--- src/hdl/i2c_master_bit_engine_macros.svh ---
// assertion helpers shared by the engine modules
`ifndef I2C_MASTER_BIT_ENGINE_MACROS_SVH
`define I2C_MASTER_BIT_ENGINE_MACROS_SVH

// clocked assertion, masked while reset is asserted
`define I2CM_ASSERT_RST(label, prop, msg) \
	label: assert property (@(posedge clk) disable iff (!arst_n) (prop)) else $error(msg);

// clocked assertion that also holds through reset
`define I2CM_ASSERT_ALWAYS(label, prop, msg) \
	label: assert property (@(posedge clk) (prop)) else $error(msg);

`endif

--- src/hdl/i2cm_pkg.sv ---
`timescale 1ns / 1ps
`default_nettype none

package i2cm_pkg;

	// command codes carried in the action field
	typedef enum logic [2:0] {
		OP_IDLE  = 3'd0,
		OP_START = 3'd1,
		OP_STOP  = 3'd2,
		OP_WRITE = 3'd3,
		OP_READ  = 3'd4
	} op_t;

	// phase markers inside the write and read sequences
	localparam logic [4:0] WR_BITS_END  = 5'd24;
	localparam logic [4:0] WR_SCL_LOW   = 5'd24;
	localparam logic [4:0] WR_RELEASE   = 5'd25;
	localparam logic [4:0] WR_ACK_CLK   = 5'd26;
	localparam logic [4:0] RD_BITS_END  = 5'd16;
	localparam logic [4:0] RD_ACK_DRIVE = 5'd16;
	localparam logic [4:0] RD_ACK_HIGH  = 5'd17;
	localparam logic [4:0] RD_ACK_LOW   = 5'd18;
	localparam logic [4:0] RD_NACK_HIGH = 5'd16;

	// sub-phase within one written bit
	localparam logic [1:0] SUB_SCL_LOW  = 2'd0;
	localparam logic [1:0] SUB_DATA     = 2'd1;
	localparam logic [1:0] SUB_SCL_HIGH = 2'd2;

	typedef struct packed {
		logic [2:0] action;
		logic [7:0] tx_byte;
		logic       ack_req;
		logic       sda_in;
	} cmd_t;

	typedef struct packed {
		logic       scl;
		logic       sda_out;
		logic       busy_res;
		logic       done_res;
		logic       ack_seen;
		logic [7:0] rx_byte;
	} res_t;

	// core to output buffer
	typedef struct packed {
		logic push;
		res_t item;
	} res_push_t;

endpackage

`default_nettype wire

--- src/hdl/i2c_master_bit_engine.sv ---
`timescale 1ns / 1ps
`default_nettype none

// channel | dir | handshake            | payload
// cmd     | in  | cmd_valid, cmd_stall | cmd (i2cm_pkg::cmd_t), one bus delay tick
// res     | out | res_valid, res_stall | res (i2cm_pkg::res_t), line levels and status
//
// one request per cycle unless stalled; its result is registered in the output buffer
// each request runs exactly one bus phase through the core's phase logic
// cmd_stall rises only when the output register and its skid entry both hold results
// arst_n clears the engine to idle with both lines low and the buffer empty

module i2c_master_bit_engine (
	input  wire logic           clk,
	input  wire logic           arst_n,
	input  wire logic           cmd_valid,
	output logic                cmd_stall,
	input  wire i2cm_pkg::cmd_t cmd,
	output logic                res_valid,
	input  wire logic           res_stall,
	output i2cm_pkg::res_t      res
);
	import i2cm_pkg::*;

	logic      accept;
	res_push_t push;
	logic      full;

	assign accept    = cmd_valid && !cmd_stall;
	assign cmd_stall = full;

	// phase logic and engine state
	i2cm_core u_core (
		.clk    (clk),
		.arst_n (arst_n),
		.accept (accept),
		.cmd    (cmd),
		.push   (push)
	);

	// result register toward the bus side consumer
	i2cm_out_buf u_out_buf (
		.clk       (clk),
		.arst_n    (arst_n),
		.push      (push),
		.full      (full),
		.res_valid (res_valid),
		.res_stall (res_stall),
		.res       (res)
	);

endmodule

`default_nettype wire

--- src/hdl/i2cm_core.sv ---
`timescale 1ns / 1ps
`default_nettype none

`include "i2c_master_bit_engine_macros.svh"

module i2cm_core (
	input  wire logic              clk,
	input  wire logic              arst_n,
	input  wire logic              accept,
	input  wire i2cm_pkg::cmd_t    cmd,
	output i2cm_pkg::res_push_t    push
);
	import i2cm_pkg::*;

	op_t        op_q;
	logic [4:0] phase_q;
	logic [1:0] sub_q;
	logic [7:0] shift_q;
	logic [7:0] rx_q;
	logic       ack_q;
	logic       ackw_q;
	logic       scl_q;
	logic       sda_q;

	logic       start_cmd;
	op_t        op;
	logic [4:0] p;
	logic [1:0] sub;
	logic [7:0] shift;
	logic       ackw;

	op_t        op_n;
	logic [4:0] phase_n;
	logic [1:0] sub_n;
	logic [7:0] shift_n;
	logic [7:0] rx_n;
	logic       ack_n;
	logic       scl_n;
	logic       sda_n;
	logic       fin;
	logic       busy;

	// command pickup while idle
	always_comb begin
		start_cmd = (op_q == OP_IDLE) &&
			(cmd.action == OP_START || cmd.action == OP_STOP ||
			 cmd.action == OP_WRITE || cmd.action == OP_READ);
		op    = start_cmd ? op_t'(cmd.action) : op_q;
		p     = start_cmd ? 5'd0 : phase_q;
		sub   = start_cmd ? SUB_SCL_LOW : sub_q;
		ackw  = (start_cmd && cmd.action == OP_READ) ? cmd.ack_req : ackw_q;
		shift = shift_q;
		if (start_cmd && cmd.action == OP_WRITE) begin
			shift = cmd.tx_byte;
		end else if (start_cmd && cmd.action == OP_READ) begin
			shift = 8'd0;
		end
	end

	// one phase of the running command
	always_comb begin
		shift_n = shift;
		sub_n   = sub;
		rx_n    = rx_q;
		ack_n   = ack_q;
		scl_n   = scl_q;
		sda_n   = sda_q;
		fin     = 1'b0;
		unique case (op)
			OP_START: begin
				unique case (p)
					5'd0:    scl_n = 1'b1;
					5'd1:    sda_n = 1'b1;
					5'd2:    sda_n = 1'b0;
					default: begin
						scl_n = 1'b0;
						fin   = 1'b1;
					end
				endcase
			end
			OP_STOP: begin
				unique case (p)
					5'd0:    scl_n = 1'b1;
					5'd1:    sda_n = 1'b0;
					5'd2:    sda_n = 1'b1;
					default: begin
						scl_n = 1'b0;
						fin   = 1'b1;
					end
				endcase
			end
			OP_WRITE: begin
				if (p < WR_BITS_END) begin
					unique case (sub)
						SUB_SCL_LOW: scl_n = 1'b0;
						SUB_DATA: begin
							sda_n   = shift[7];
							shift_n = {shift[6:0], 1'b0};
						end
						default: scl_n = 1'b1;
					endcase
					sub_n = (sub == SUB_SCL_HIGH) ? SUB_SCL_LOW : sub + 2'd1;
				end else if (p == WR_SCL_LOW) begin
					scl_n = 1'b0;
				end else if (p == WR_RELEASE) begin
					sda_n = 1'b1;
				end else if (p == WR_ACK_CLK) begin
					scl_n = 1'b1;
					ack_n = !cmd.sda_in;
				end else begin
					scl_n = 1'b0;
					fin   = 1'b1;
				end
			end
			OP_READ: begin
				if (p < RD_BITS_END) begin
					if (!p[0]) begin
						scl_n   = 1'b1;
						shift_n = {shift[6:0], cmd.sda_in};
					end else begin
						scl_n = 1'b0;
					end
				end else if (ackw) begin
					if (p == RD_ACK_DRIVE) begin
						sda_n = 1'b0;
					end else if (p == RD_ACK_HIGH) begin
						scl_n = 1'b1;
					end else if (p == RD_ACK_LOW) begin
						scl_n = 1'b0;
					end else begin
						sda_n = 1'b1;
						rx_n  = shift;
						fin   = 1'b1;
					end
				end else begin
					if (p == RD_NACK_HIGH) begin
						scl_n = 1'b1;
					end else begin
						scl_n = 1'b0;
						rx_n  = shift;
						fin   = 1'b1;
					end
				end
			end
			default: ;
		endcase

		busy    = (op != OP_IDLE);
		op_n    = op;
		phase_n = p;
		if (busy) begin
			if (fin) begin
				op_n    = OP_IDLE;
				phase_n = 5'd0;
			end else begin
				phase_n = p + 5'd1;
			end
		end
	end

	// engine state, advanced once per accepted tick
	always_ff @(posedge clk or negedge arst_n) begin
		if (!arst_n) begin
			op_q    <= OP_IDLE;
			phase_q <= 5'd0;
			sub_q   <= SUB_SCL_LOW;
			shift_q <= 8'd0;
			rx_q    <= 8'd0;
			ack_q   <= 1'b0;
			ackw_q  <= 1'b0;
			scl_q   <= 1'b0;
			sda_q   <= 1'b0;
		end else if (accept) begin
			op_q    <= op_n;
			phase_q <= phase_n;
			sub_q   <= sub_n;
			shift_q <= shift_n;
			rx_q    <= rx_n;
			ack_q   <= ack_n;
			ackw_q  <= ackw;
			scl_q   <= scl_n;
			sda_q   <= sda_n;
		end
	end

	// result of this tick
	always_comb begin
		push.push          = accept;
		push.item.scl      = scl_n;
		push.item.sda_out  = sda_n;
		push.item.busy_res = busy;
		push.item.done_res = busy && fin;
		push.item.ack_seen = ack_n;
		push.item.rx_byte  = rx_n;
	end

	`I2CM_ASSERT_ALWAYS(a_idle_phase_zero, (op_q == OP_IDLE) |-> (phase_q == 5'd0), "idle phase")
	`I2CM_ASSERT_ALWAYS(a_sub_range, (sub_q != 2'd3), "write sub-phase out of range")
	`I2CM_ASSERT_RST(a_write_phase_range, (op_q == OP_WRITE) |-> (phase_q <= 5'd27), "write overrun")
	`I2CM_ASSERT_RST(a_short_phase_range, (op_q == OP_START || op_q == OP_STOP) |-> (phase_q <= 5'd3), "overrun")

endmodule

`default_nettype wire

--- src/hdl/i2cm_out_buf.sv ---
`timescale 1ns / 1ps
`default_nettype none

`include "i2c_master_bit_engine_macros.svh"

module i2cm_out_buf (
	input  wire logic                clk,
	input  wire logic                arst_n,
	input  wire i2cm_pkg::res_push_t push,
	output logic                     full,
	output logic                     res_valid,
	input  wire logic                res_stall,
	output i2cm_pkg::res_t           res
);
	import i2cm_pkg::*;

	res_t main_q;
	logic main_valid_q;
	res_t skid_q;
	logic skid_valid_q;
	logic pop;

	assign pop       = main_valid_q && !res_stall;
	assign full      = skid_valid_q;
	assign res_valid = main_valid_q;
	assign res       = main_q;

	// output register with one skid entry behind it
	always_ff @(posedge clk or negedge arst_n) begin
		if (!arst_n) begin
			main_valid_q <= 1'b0;
			skid_valid_q <= 1'b0;
		end else if (!main_valid_q || pop) begin
			if (skid_valid_q) begin
				main_valid_q <= 1'b1;
				skid_valid_q <= 1'b0;
			end else begin
				main_valid_q <= push.push;
			end
		end else if (push.push) begin
			skid_valid_q <= 1'b1;
		end
	end

	// payload, no reset needed
	always_ff @(posedge clk) begin
		if (!main_valid_q || pop) begin
			main_q <= skid_valid_q ? skid_q : push.item;
		end else if (push.push) begin
			skid_q <= push.item;
		end
	end

	`I2CM_ASSERT_ALWAYS(a_skid_behind_main, skid_valid_q |-> main_valid_q, "skid entry without output entry")
	`I2CM_ASSERT_RST(a_no_push_when_full, skid_valid_q |-> !push.push, "request pushed into full buffer")

endmodule

`default_nettype wire
--- config.mk ---
export PLATFORM = sky130hd
export DESIGN_NAME = i2c_master_bit_engine
export DESIGN_NICKNAME = d
export VERILOG_FILES = /design/src/hdl/i2cm_pkg.sv /design/src/hdl/i2c_master_bit_engine.sv /design/src/hdl/i2cm_core.sv /design/src/hdl/i2cm_out_buf.sv
export VERILOG_INCLUDE_DIRS = /design/src /design/src/hdl
export SDC_FILE = /design/constraint.sdc
export NUM_CORES = 1
export LEC_CHECK = 0
export BUFFER_PORTS_ARGS = -buffer_cell sky130_fd_sc_hd__buf_2
export CAP_MARGIN = 20
export CORE_MARGIN = 3
export CORE_UTILIZATION = 60
export DETAILED_ROUTE_END_ITERATION = 10
export GPL_TIMING_DRIVEN = 0
export PLACE_DENSITY = 0.81
export SKIP_LAST_GASP = 1
export SLEW_MARGIN = 20
export SYNTH_ARGS = -nofsm -noshare
export SYNTH_HDL_FRONTEND = slang
export SYNTH_SLANG_ARGS = --single-unit
--- constraint.sdc ---
create_clock -name clk -period 8.9 [get_ports clk]
set_input_delay 1.78 -clock clk [delete_from_list [all_inputs] [get_ports clk]]
set_output_delay 1.78 -clock clk [all_outputs]
set_load 0.05 [all_outputs]
==> reports/results.ini, run 1 <==
[pwr]
p_leak_nw = 1.58
vdd_ir_drop_max_mv = 0.186
powerDensity_nw_per_um2 = 328

[timing]
rsz0062_at_grt = false
tns_ns = 0
worstMarginPinSlew_ns = 1.09
layout_setup_ws_ns = 4.03
hold_viol = 0
max_slew_margin_pct = 27.0
finalCriticalPeriod_ns = 4.87
slew_viol_final = 0
fmax_mhz = 205
layout_worst_path_cycle_share_pct = 54.7
finalClockSkew_ns = 0.0107
setup_viol = 0

[worst_hold_path]
hold_path_depth = 2
hold_path_end = u_core.shift_q[5]$_DFFE_PN0P_
hold_path_class = reg2reg
hold_start = u_core.shift_q[5]$_DFFE_PN0P_

[finish]
fillerInstances = 415
nets = 365
n_antenna_cell = 0
drive_gt1_share_pct = 24.4
multi_input_area_um2 = 1520
ff_latch_area_um2 = 1580
area_growth_pct = 13.2

[cts]
postCtsSetupBuffers = 0
clk_path_buf_depth = 2
ctsHoldBuffers = 0
h-tree-depth = 3
clock_tree.root_cell = clkbuf_8
clock_latency_ns = 0.34
path_clk_slew_ns = 0.07
cts_sinks = 58
cts_tree = done
post_cts_resized = 0
cts_buffers = 9

[routing]
antenna_left = 0
wirelength_um = 7680
drt_pass1_iterations = 4
route.vias.total = 2583
drtIter0Drc = 152
vias_per_cell = 6.16
drc_errors = 0
wl_per_cell_um = 18.3

[global_route]
globalRouteOverflowTotal = 0
grt_max_degree = 33
grt.total_usage_pct = 26.3
use_met1_pct = 35.9
antenna_found_initial = 0
grt-busiest-layer = met2
grt_util_met3_pct = 6.12
grt_pass1_wl_um = 12400
grt_use_met2_pct = 42.0
first_global_vias = 2438

[floorplanning]
rows = 26
die_h_um = 79.3
ioPinCount = 32
die_area_um2 = 6280
core_um2 = 5140
initial_core_util_pct = 62.6
die_width_um = 79.3

[critical_path]
r2r-end = u_out_buf.res[12]$_DFFE_PN_
r2r_cells = 13
critical_path_arrival_ns = 4.93
end_kind = flip-flop
startpoint_type = input port
crit_required_ns = 8.96
rrSetupSlack_ns = 5.02
path_class = in2reg
r2r_start = u_core.op_q[0]$_DFFE_PN0P_
crit_path_max_fanout = 9

[place]
dp_hpwl_um = 5370
pre_cts_ws_ns = 3.81
portBuffers = 29
gp_congestion = 0.965

[logic_synthesis]
syn_inst = 304
synth.distinct_cells = 53
syn_area_um2 = 3220
async_flop_share_pct = 55.2
synth-edff-count = 26
ys_seq_area_share_pct = 49.1
synthFlopType = dfrtp_1
yosys_warnings = 0
ys_ff_latch = 58
syn_area_per_cell_um2 = 10.6
synthesis.nets = 325

[status]
status = finished, final reports clean

[flow_run]
cap_violations = 0

## how the worst max path moves through the flow
stage               startpoint                       endpoint  slack [ns]  cells after the start
global placement       cmd[11]    u_out_buf.res[12]$_DFFE_PN_        3.88                     12
global route           cmd[11]  u_core.phase_q[0]$_DFFE_PN0P_        3.81                     12
finish                 cmd[11]    u_out_buf.res[12]$_DFFE_PN_        4.03                     12
detailed placement     cmd[11]  u_core.phase_q[0]$_DFFE_PN0P_        3.81                     12
floorplan              cmd[11]     u_out_buf.res[2]$_DFFE_PN_        4.35                     12
CTS                    cmd[11]  u_core.phase_q[0]$_DFFE_PN0P_        4.12                     12
## cells in the final DEF, fill, tap and decap left out, drive strengths merged, types with 3 or more instances in the layout
cell type / count
o211ai: 4
nor3: 7
edfxtp: 26
mux2i: 10
a211oi: 4
buf: 34
ha: 4
a21o: 6
nor3b: 3
mux2: 24
a22o: 9
nor4: 3
clkinv: 3
clkbuf: 23
nand4: 4
o31ai: 4
nand3: 4
inv: 12
a21oi: 14
and3: 3
dfrtp: 32
or3: 4
o21ai: 28
and2: 3
nor2: 24
nand2: 22
a31oi: 9
## metal layers
metal	share of wire, %	vias up	routed length [um]
li1	-	1222	-
met1	44	1265	3380
met2	49	88	3750
met3	6.0	8	461
met4	1.2	0	92
met5	0	-	0
## layout make-up
type / instances / area share [%]
clock inverters: 7 / 1.89
multi-input cells: 216 / 41.7
repair buffers: 29 / 3.98
plain buffers: 19 / 2.13
flip-flops and latches: 58 / 43.4
inverters: 11 / 1.13
clock buffers: 9 / 3.40
well taps: 70 / 2.40
## cell usage after synthesis, drive strengths merged (5+ instances only)
library cell / instances / area share (%)
nand2: 22 / 2.6
edfxtp: 26 / 24
clkbuf: 14 / 1.6
inv: 11 / 1.3
buf: 5 / 0.78
a22o: 9 / 2.4
mux2i: 10 / 3.1
mux2: 24 / 9.2
nor3: 7 / 1.2
nor2: 24 / 3.1
o21ai: 28 / 4.4
a31oi: 9 / 1.7
a21o: 6 / 1.4
a21oi: 14 / 2.3
dfrtp: 32 / 25
## kinds of logic after synthesis
group | count (synthesis) | share of synthesized area, %
adders and majority gates | 4 | 1.55
AOI/OAI and AO/OA | 91 | 19.2
and+or+nand+nor | 86 | 13.9
xor gates and xnor gates | 1 | 0.272
muxes | 34 | 12.3
DFF | 58 | 49.1
buffers and inverters | 30 | 3.69
## sequential cells by signal (all words and copies together), names as in the netlist
signal	count
u_core.ack_q	1
u_core.ackw_q	1
u_core.op_q	3
u_core.phase_q	5
u_core.rx_q	8
u_core.scl_q	1
u_core.sda_q	1
u_core.shift_q	8
u_core.sub_q	2
u_out_buf.full	1
u_out_buf.res	13
u_out_buf.res_valid	1
u_out_buf.skid_q	13
## report_power, final
part | total [mW] | internal, mW | leakage, nW | switching, mW
combinational | 0.550 | 0.190 | 0.802 | 0.360
clock | 0.242 | 0.129 | 0.0954 | 0.113
sequential | 0.405 | 0.362 | 0.678 | 0.0427
total | 1.20 | 0.681 | 1.58 | 0.516
## per-stage QoR
step                utilization, %  instances  total power, mW  hold WS, ns  instance area [um2]
finish                        70.9        419             1.20        0.481                 3640
global route                  70.9        419             1.27        0.519                 3640
CTS                           70.9        419             1.19        0.488                 3640
detailed placement            67.2        403            0.945        0.473                 3450
global placement              67.2        403            0.927        0.466                 3450
floorplan                        -        304            0.813        0.450                 3220
## critical path: stages
cell,delay (ns)
buf_2,0.15
o21ai_0,0.55
nand3_1,0.38
nand2_1,0.23
ha_1,0.16
clkbuf_1,0.38
mux2i_1,0.24
nor4_1,0.06
o21ai_0,0.17
o21ai_0,0.12
nor4_1,0.54
a31oi_1,0.16
Note: power is estimated with default switching activity, not from simulation.
==> run 2: changes to the inputs <==
Settings changed: CORE_UTILIZATION 60 to 59, PLACE_DENSITY 0.81 to 0.8.
Clock period 8.9 ns to 4.84 ns, I/O delays scaled along.
==> reports/results.ini, run 2 (same netlist as run 1, synthesis figures left out) <==
[finish]
fillerInstances = 426  ; was 415
area_growth_pct = 12.6  ; was 13.2%
nets = 365  ; unchanged
layout_commonest_cell = buf_2  ; unchanged
final_cell_mix = buf_2, dfrtp_1, o21ai_0  ; unchanged
final_cells = 419  ; unchanged
design_area_um2 = 3620  ; was 3640 um2
n_antenna_cell = 0  ; unchanged
drive_gt1_share_pct = 24.4  ; unchanged

[timing]
hold_viol = 0  ; unchanged
tns_ns = 0  ; unchanged
rsz0062_at_grt = false  ; unchanged
max_slew_margin_pct = 48.0  ; was 27.0%
finalClockSkew_ns = 0.00931  ; was 0.0107 ns
finalCriticalPeriod_ns = 4.10
fmax_mhz = 244
slew_viol_final = 0  ; unchanged
worstMarginPinSlew_ns = 0.779  ; was 1.09 ns
layout_worst_path_cycle_share_pct = 84.7
setup_viol = 0  ; unchanged

[global_route]
first_global_vias = 2385  ; was 2,438
grt.total_usage_pct = 25.2  ; was 26.3%
globalRouteOverflowTotal = 0  ; unchanged
antenna_found_initial = 0  ; unchanged
grt_max_degree = 33  ; unchanged
grt_pass1_wl_um = 12200  ; was 12,400 um

[pwr]
power.net_switching_uw = 942  ; was 516 uW
p_comb_share_pct = 47.0  ; was 45.9%
p_int_mw = 1.20  ; was 681 uW
switching_share_pct = 44.0  ; was 43.1%
seqPwrFrac_pct = 34.7  ; was 33.8%
finalPower_mw = 2.14  ; was 1.20 mW
vdd_ir_drop_max_mv = 0.446  ; was 0.186 mV
powerDensity_nw_per_um2 = 591  ; was 328 nW/um2
p_leak_nw = 1.56  ; was 1.58 nW
pwr-share-clk_pct = 18.3  ; was 20.2%

[floorplanning]
ioPinCount = 32  ; unchanged
rows = 26  ; unchanged
die_area_um2 = 6380  ; was 6280 um2
core_um2 = 5200  ; was 5140 um2
initial_core_util_pct = 61.9  ; was 62.6%
die_h_um = 79.9  ; was 79.3 um
die_width_um = 79.9  ; was 79.3 um

[place]
postPlaceCellArea_um2 = 3450  ; unchanged
gp_congestion = 0.925  ; was 0.965
dp_hpwl_um = 5230  ; was 5370 um
portBuffers = 29  ; unchanged
dp.cells = 403  ; unchanged

[routing]
drt_pass1_iterations = 4  ; unchanged
wirelength_um = 7350  ; was 7680 um
wl_per_cell_um = 17.5  ; was 18.3 um
route.vias.total = 2553  ; was 2,583
drc_errors = 0  ; unchanged
vias_per_cell = 6.09  ; was 6.16
drtIter0Drc = 185  ; was 152
antenna_left = 0  ; unchanged

[flow_run]
cap_violations = 0  ; unchanged

[cts]
cts_tree = done  ; unchanged
cts_buffers = 9  ; unchanged
h-tree-depth = 3  ; unchanged
post_cts_resized = 0  ; unchanged
postCtsSetupBuffers = 0  ; unchanged
cts_sinks = 58  ; unchanged
clock_tree.root_cell = clkbuf_8  ; unchanged
path_clk_slew_ns = 0.07  ; about the same
clk_path_buf_depth = 2  ; unchanged
ctsHoldBuffers = 0  ; unchanged
clock_latency_ns = 0.34  ; about the same

[worst_hold_path]
hold_path_depth = 2  ; unchanged
hold_path_class = reg2reg  ; unchanged

[critical_path]
cp_slowest_cell = o21ai_0  ; unchanged
end_kind = flip-flop  ; unchanged
r2r_cells = 13  ; unchanged
crit_path_frequent_cell = o21ai_0  ; unchanged
crit_path_max_fanout = 9  ; unchanged
critical_path_arrival_ns = 4.15  ; was 4.93 ns
critPathMaxStageDelay_ns = 0.61  ; was 0.55 ns
worstPathCellList = buf_2 -> o21ai_0 -> nand3_1 -> nand2_1 -> ha_1 -> clkbuf_1 -> mux2i_1 -> nor4_1 -> o21ai_0 -> o21ai_0 -> nor4_1 -> a31oi_1  ; unchanged
startpoint_type = input port  ; unchanged
crit_required_ns = 4.89  ; was 8.96 ns
path_class = in2reg  ; unchanged

[status]
status = finished, final reports clean  ; unchanged

[run 2: changes by cell type in the layout (fill, tap and decap cells not counted), sizes merged]
cell	change
clkinvlp	+1
bufinv	-1
[run 2: worst paths after layout]
path / slack (ns) / startpoint / end
max: 0.74 / cmd[11] / u_out_buf.res[12]$_DFFE_PN_
min: 0.49 / u_core.shift_q[2]$_DFFE_PN0P_ / u_core.shift_q[2]$_DFFE_PN0P_
max reg2reg: 1.03 / u_core.op_q[0]$_DFFE_PN0P_ / u_out_buf.res[12]$_DFFE_PN_
min reg2reg: 0.49 / u_core.shift_q[2]$_DFFE_PN0P_ / u_core.shift_q[2]$_DFFE_PN0P_
max in group asynchronous: 3.63 / arst_n / u_core.rx_q[1]$_DFFE_PN0P_
min in group asynchronous: 0.70 / arst_n / u_out_buf.res_valid$_DFFE_PN0N_
[run 2: cell type report]
type                    count  area (um2)  share of cell area [%]
repair buffers             29         145                    4.01
inverters                  11        41.3                    1.14
plain buffers              19        77.6                    2.14
multi-input cells         216        1520                    42.0
well taps                  70        87.6                    2.42
flip-flops and latches     58        1580                    43.6
clock buffers               9         124                    3.42
clock inverters             7        45.0                    1.24
[run 2: stage by stage]
stage	utilization, %	hold WS (ns)	worst slack, ns
2_1_floorplan	-	0.450	1.10
3_3_place_gp	66.3	0.466	0.620
3_5_place_dp	66.3	0.472	0.537
4_1_cts	69.6	0.488	0.888
5_1_grt	69.6	0.509	0.481
6_report	69.6	0.485	0.742
[run 2: critical path, delay by kind of cell]
family,cells,cell delay [ns]
and+or+nand+nor,4,1.25
AOI/OAI and AO/OA,4,1.04
buffers and inverters,2,0.50
muxes,1,0.24
adders and majority gates,1,0.16
[run 2: layer usage]
metal	wire length, um	up-vias	global-route usage (%)
met5	0	-	0
met4	170	0	9.63
met3	477	18	4.40
met2	3370	104	38.0
met1	3330	1216	36.4
li1	-	1215	-
[run 2: power groups by stage]
stage / Sequential (mW) / Combinational, mW / Clock (mW)
2_1_floorplan: 0.827 / 0.667 / 0
3_3_place_gp: 0.744 / 0.960 / 0
3_5_place_dp: 0.750 / 0.983 / 0
4_1_cts: 0.741 / 0.987 / 0.397
5_1_grt: 0.758 / 1.11 / 0.418
6_report: 0.742 / 1.01 / 0.393
==> run 3: changes to the inputs <==
Settings changed: CORE_UTILIZATION 59 to 53, PLACE_DENSITY 0.8 to 0.76.
Clock period 4.84 ns to 3.3 ns, I/O delays scaled along.
==> reports/results.ini, run 3 (same netlist as run 1, synthesis figures left out) <==
[status]
status = finished, final reports clean  ; unchanged

[global_route]
first_global_vias = 2447  ; was 2,385
grt.total_usage_pct = 21.9  ; was 25.2%
antenna_found_initial = 0  ; unchanged
grt_max_degree = 33  ; unchanged
globalRouteOverflowTotal = 0  ; unchanged
grt_pass1_wl_um = 12300  ; was 12,200 um

[finish]
n_antenna_cell = 0  ; unchanged
final_cells = 424  ; was 419
layout_commonest_cell = buf_2  ; unchanged
final_cell_mix = buf_2, dfrtp_1, o21ai_0, edfxtp_1  ; was buf_2, dfrtp_1, o21ai_0
drive_gt1_share_pct = 27.0  ; was 24.4%
nets = 368  ; was 365
utilization_pct = 65.8  ; was 69.6%
area_growth_pct = 16.1  ; was 12.6%

[pwr]
vdd_ir_drop_max_mv = 0.526  ; was 0.446 mV
p_leak_nw = 1.62  ; was 1.56 nW
powerDensity_nw_per_um2 = 895  ; was 591 nW/um2
finalPower_mw = 3.34  ; was 2.14 mW

[routing]
drc_errors = 0  ; unchanged
drtIter0Drc = 209  ; was 185
route.vias.total = 2577  ; was 2,553
wl_met1_um = 3410  ; was 3330 um
top_layer_used = met4  ; unchanged
wl_per_cell_um = 17.1  ; was 17.5 um
drt_pass1_iterations = 5  ; was 4
wl_met3_um = 472  ; was 477 um
vias_per_cell = 6.08  ; was 6.09
met2WireLength_um = 3220  ; was 3370 um
wirelength_um = 7260  ; was 7350 um
antenna_left = 0  ; unchanged

[timing]
setup_viol = 0  ; unchanged
finalCriticalPeriod_ns = 3.18
finalClockSkew_ns = 0.0119  ; was 0.00931 ns
fmax_mhz = 314
hold_viol = 0  ; unchanged
layout_worst_path_cycle_share_pct = 96.5
slew_viol_final = 0  ; unchanged
max_slew_margin_pct = 48.5  ; was 48.0%
worstMarginPinSlew_ns = 0.771  ; was 0.779 ns

[critical_path]
end_kind = flip-flop  ; unchanged
path_class = in2reg  ; unchanged
critPathMaxStageDelay_ns = 0.37  ; was 0.61 ns
startpoint_type = input port  ; unchanged
cp_slowest_cell = or3_1  ; was o21ai_0
crit_path_max_fanout = 9  ; unchanged
rrSetupSlack_ns = 0.18  ; was 1.03 ns
crit_required_ns = 3.38  ; was 4.89 ns
r2r_cells = 13  ; unchanged
crit_path_frequent_cell = buf_2  ; was o21ai_0
worstPathCellList = buf_2 -> or3_1 -> buf_2 -> nand3_4 -> nand2_2 -> inv_1 -> ha_1 -> clkbuf_4 -> nor2_2 -> a211oi_4 -> nor2_4 -> buf_4 -> mux2_4 -> mux2_2  ; was buf_2 -> o21ai_0 -> nand3_1 -> nand2_1 -> ha_1 -> clkbuf_1 -> mux2i_1 -> nor4_1 -> o21ai_0 -> o21ai_0 -> nor4_1 -> a31oi_1
critical_path_arrival_ns = 3.26  ; was 4.15 ns
r2r_start = u_core.op_q[1]$_DFFE_PN0P_  ; was u_core.op_q[0]$_DFFE_PN0P_
crit_start = cmd[11]  ; unchanged

[floorplanning]
rows = 27  ; was 26
die_area_um2 = 7050  ; was 6380 um2
core_um2 = 5680  ; was 5200 um2
die_h_um = 83.9  ; was 79.9 um
initial_core_util_pct = 56.7  ; was 61.9%
die_width_um = 83.9  ; was 79.9 um
ioPinCount = 32  ; unchanged

[cts]
cts_buffers = 9  ; unchanged
clk_path_buf_depth = 2  ; unchanged
cts_sinks = 58  ; unchanged
cts_tree = done  ; unchanged
h-tree-depth = 3  ; unchanged
clock_latency_ns = 0.34  ; about the same
path_clk_slew_ns = 0.07  ; about the same
clock_tree.root_cell = clkbuf_8  ; unchanged

[worst_hold_path]
hold_path_class = in2async  ; was reg2reg

[place]
dp_hpwl_um = 5080  ; was 5230 um
gp_congestion = 0.957  ; was 0.925
portBuffers = 29  ; unchanged
dp.cells = 405  ; was 403

[flow_run]
cap_violations = 0  ; unchanged

==> run 3: cell types whose count changed in the layout (fill, tap and decap cells not counted), sizes merged <==
cell,previous run,this run
clkinv,3,4
clkinvlp,3,0
bufinv,0,2
buf,34,38
inv,12,11
==> run 3: path summary, 6_finish.rpt <==
| kind | end |
|---|---|
| setup / recovery | u_out_buf.res[7]$_DFFE_PN_ |
| hold / removal | u_core.phase_q[3]$_DFFE_PN0P_ |
| min in group clk | u_core.shift_q[5]$_DFFE_PN0P_ |
| setup reg to reg | u_out_buf.res[7]$_DFFE_PN_ |
| hold reg to reg | u_core.shift_q[5]$_DFFE_PN0P_ |
| max in group asynchronous | u_out_buf.res_valid$_DFFE_PN0N_ |
==> run 3: final cells by class <==
cell class | count | area (um2)
multi-input cells | 216 | 1560
well taps | 72 | 90.1
clock inverters | 6 | 81.3
repair buffers | 33 | 175
inverters | 11 | 41.3
fillers | 460 | 1940
plain buffers | 18 | 83.8
clock buffers | 10 | 128
flip-flops and latches | 58 | 1580
==> run 3: critical path: cells and delay by family <==
family                   cells  cell delay [ns]
adder cells (fa/ha/maj)      1             0.14
AO/OA/AOI/OAI                1             0.35
buffers and inverters        5             0.79
multiplexers                 2             0.58
AND/OR/NAND/NOR              5             0.74
==> run 3: metal layers <==
metal | vias up | track usage [%]
met4 | 0 | 9.80
met5 | - | 0
li1 | 1223 | -
met3 | 15 | 3.55
met2 | 114 | 31.4
met1 | 1225 | 32.5
==> run 3: stage by stage <==
| step | setup slack [ns] | hold WS, ns | instance area [um2] | setup TNS [ns] |
|---|---|---|---|---|
| 2_1_floorplan | 0.0100 | 0.364 | 3220 | 0 |
| 3_3_place_gp | -0.323 | 0.466 | 3460 | -6.13 |
| 3_5_place_dp | -0.386 | 0.474 | 3460 | -8.24 |
| 4_1_cts | 0.0368 | 0.403 | 3700 | 0 |
| 5_1_grt | -0.00406 | 0.430 | 3740 | -0.00414 |
| 6_report | 0.115 | 0.376 | 3740 | 0 |
==> run 3: repair_timing <==
item                                    CTS  global route
buffers inserted                          3             1
resized for setup                         4             8
endpoints found under the setup margin   29            17
pin swaps                                 2             3
hold buffers                              0             0
==> run 3: power by group <==
group | internal, mW | switching, mW
sequential | 0.976 | 0.116
combinational | 0.570 | 0.976
clock | 0.420 | 0.287
total | 1.97 | 1.38
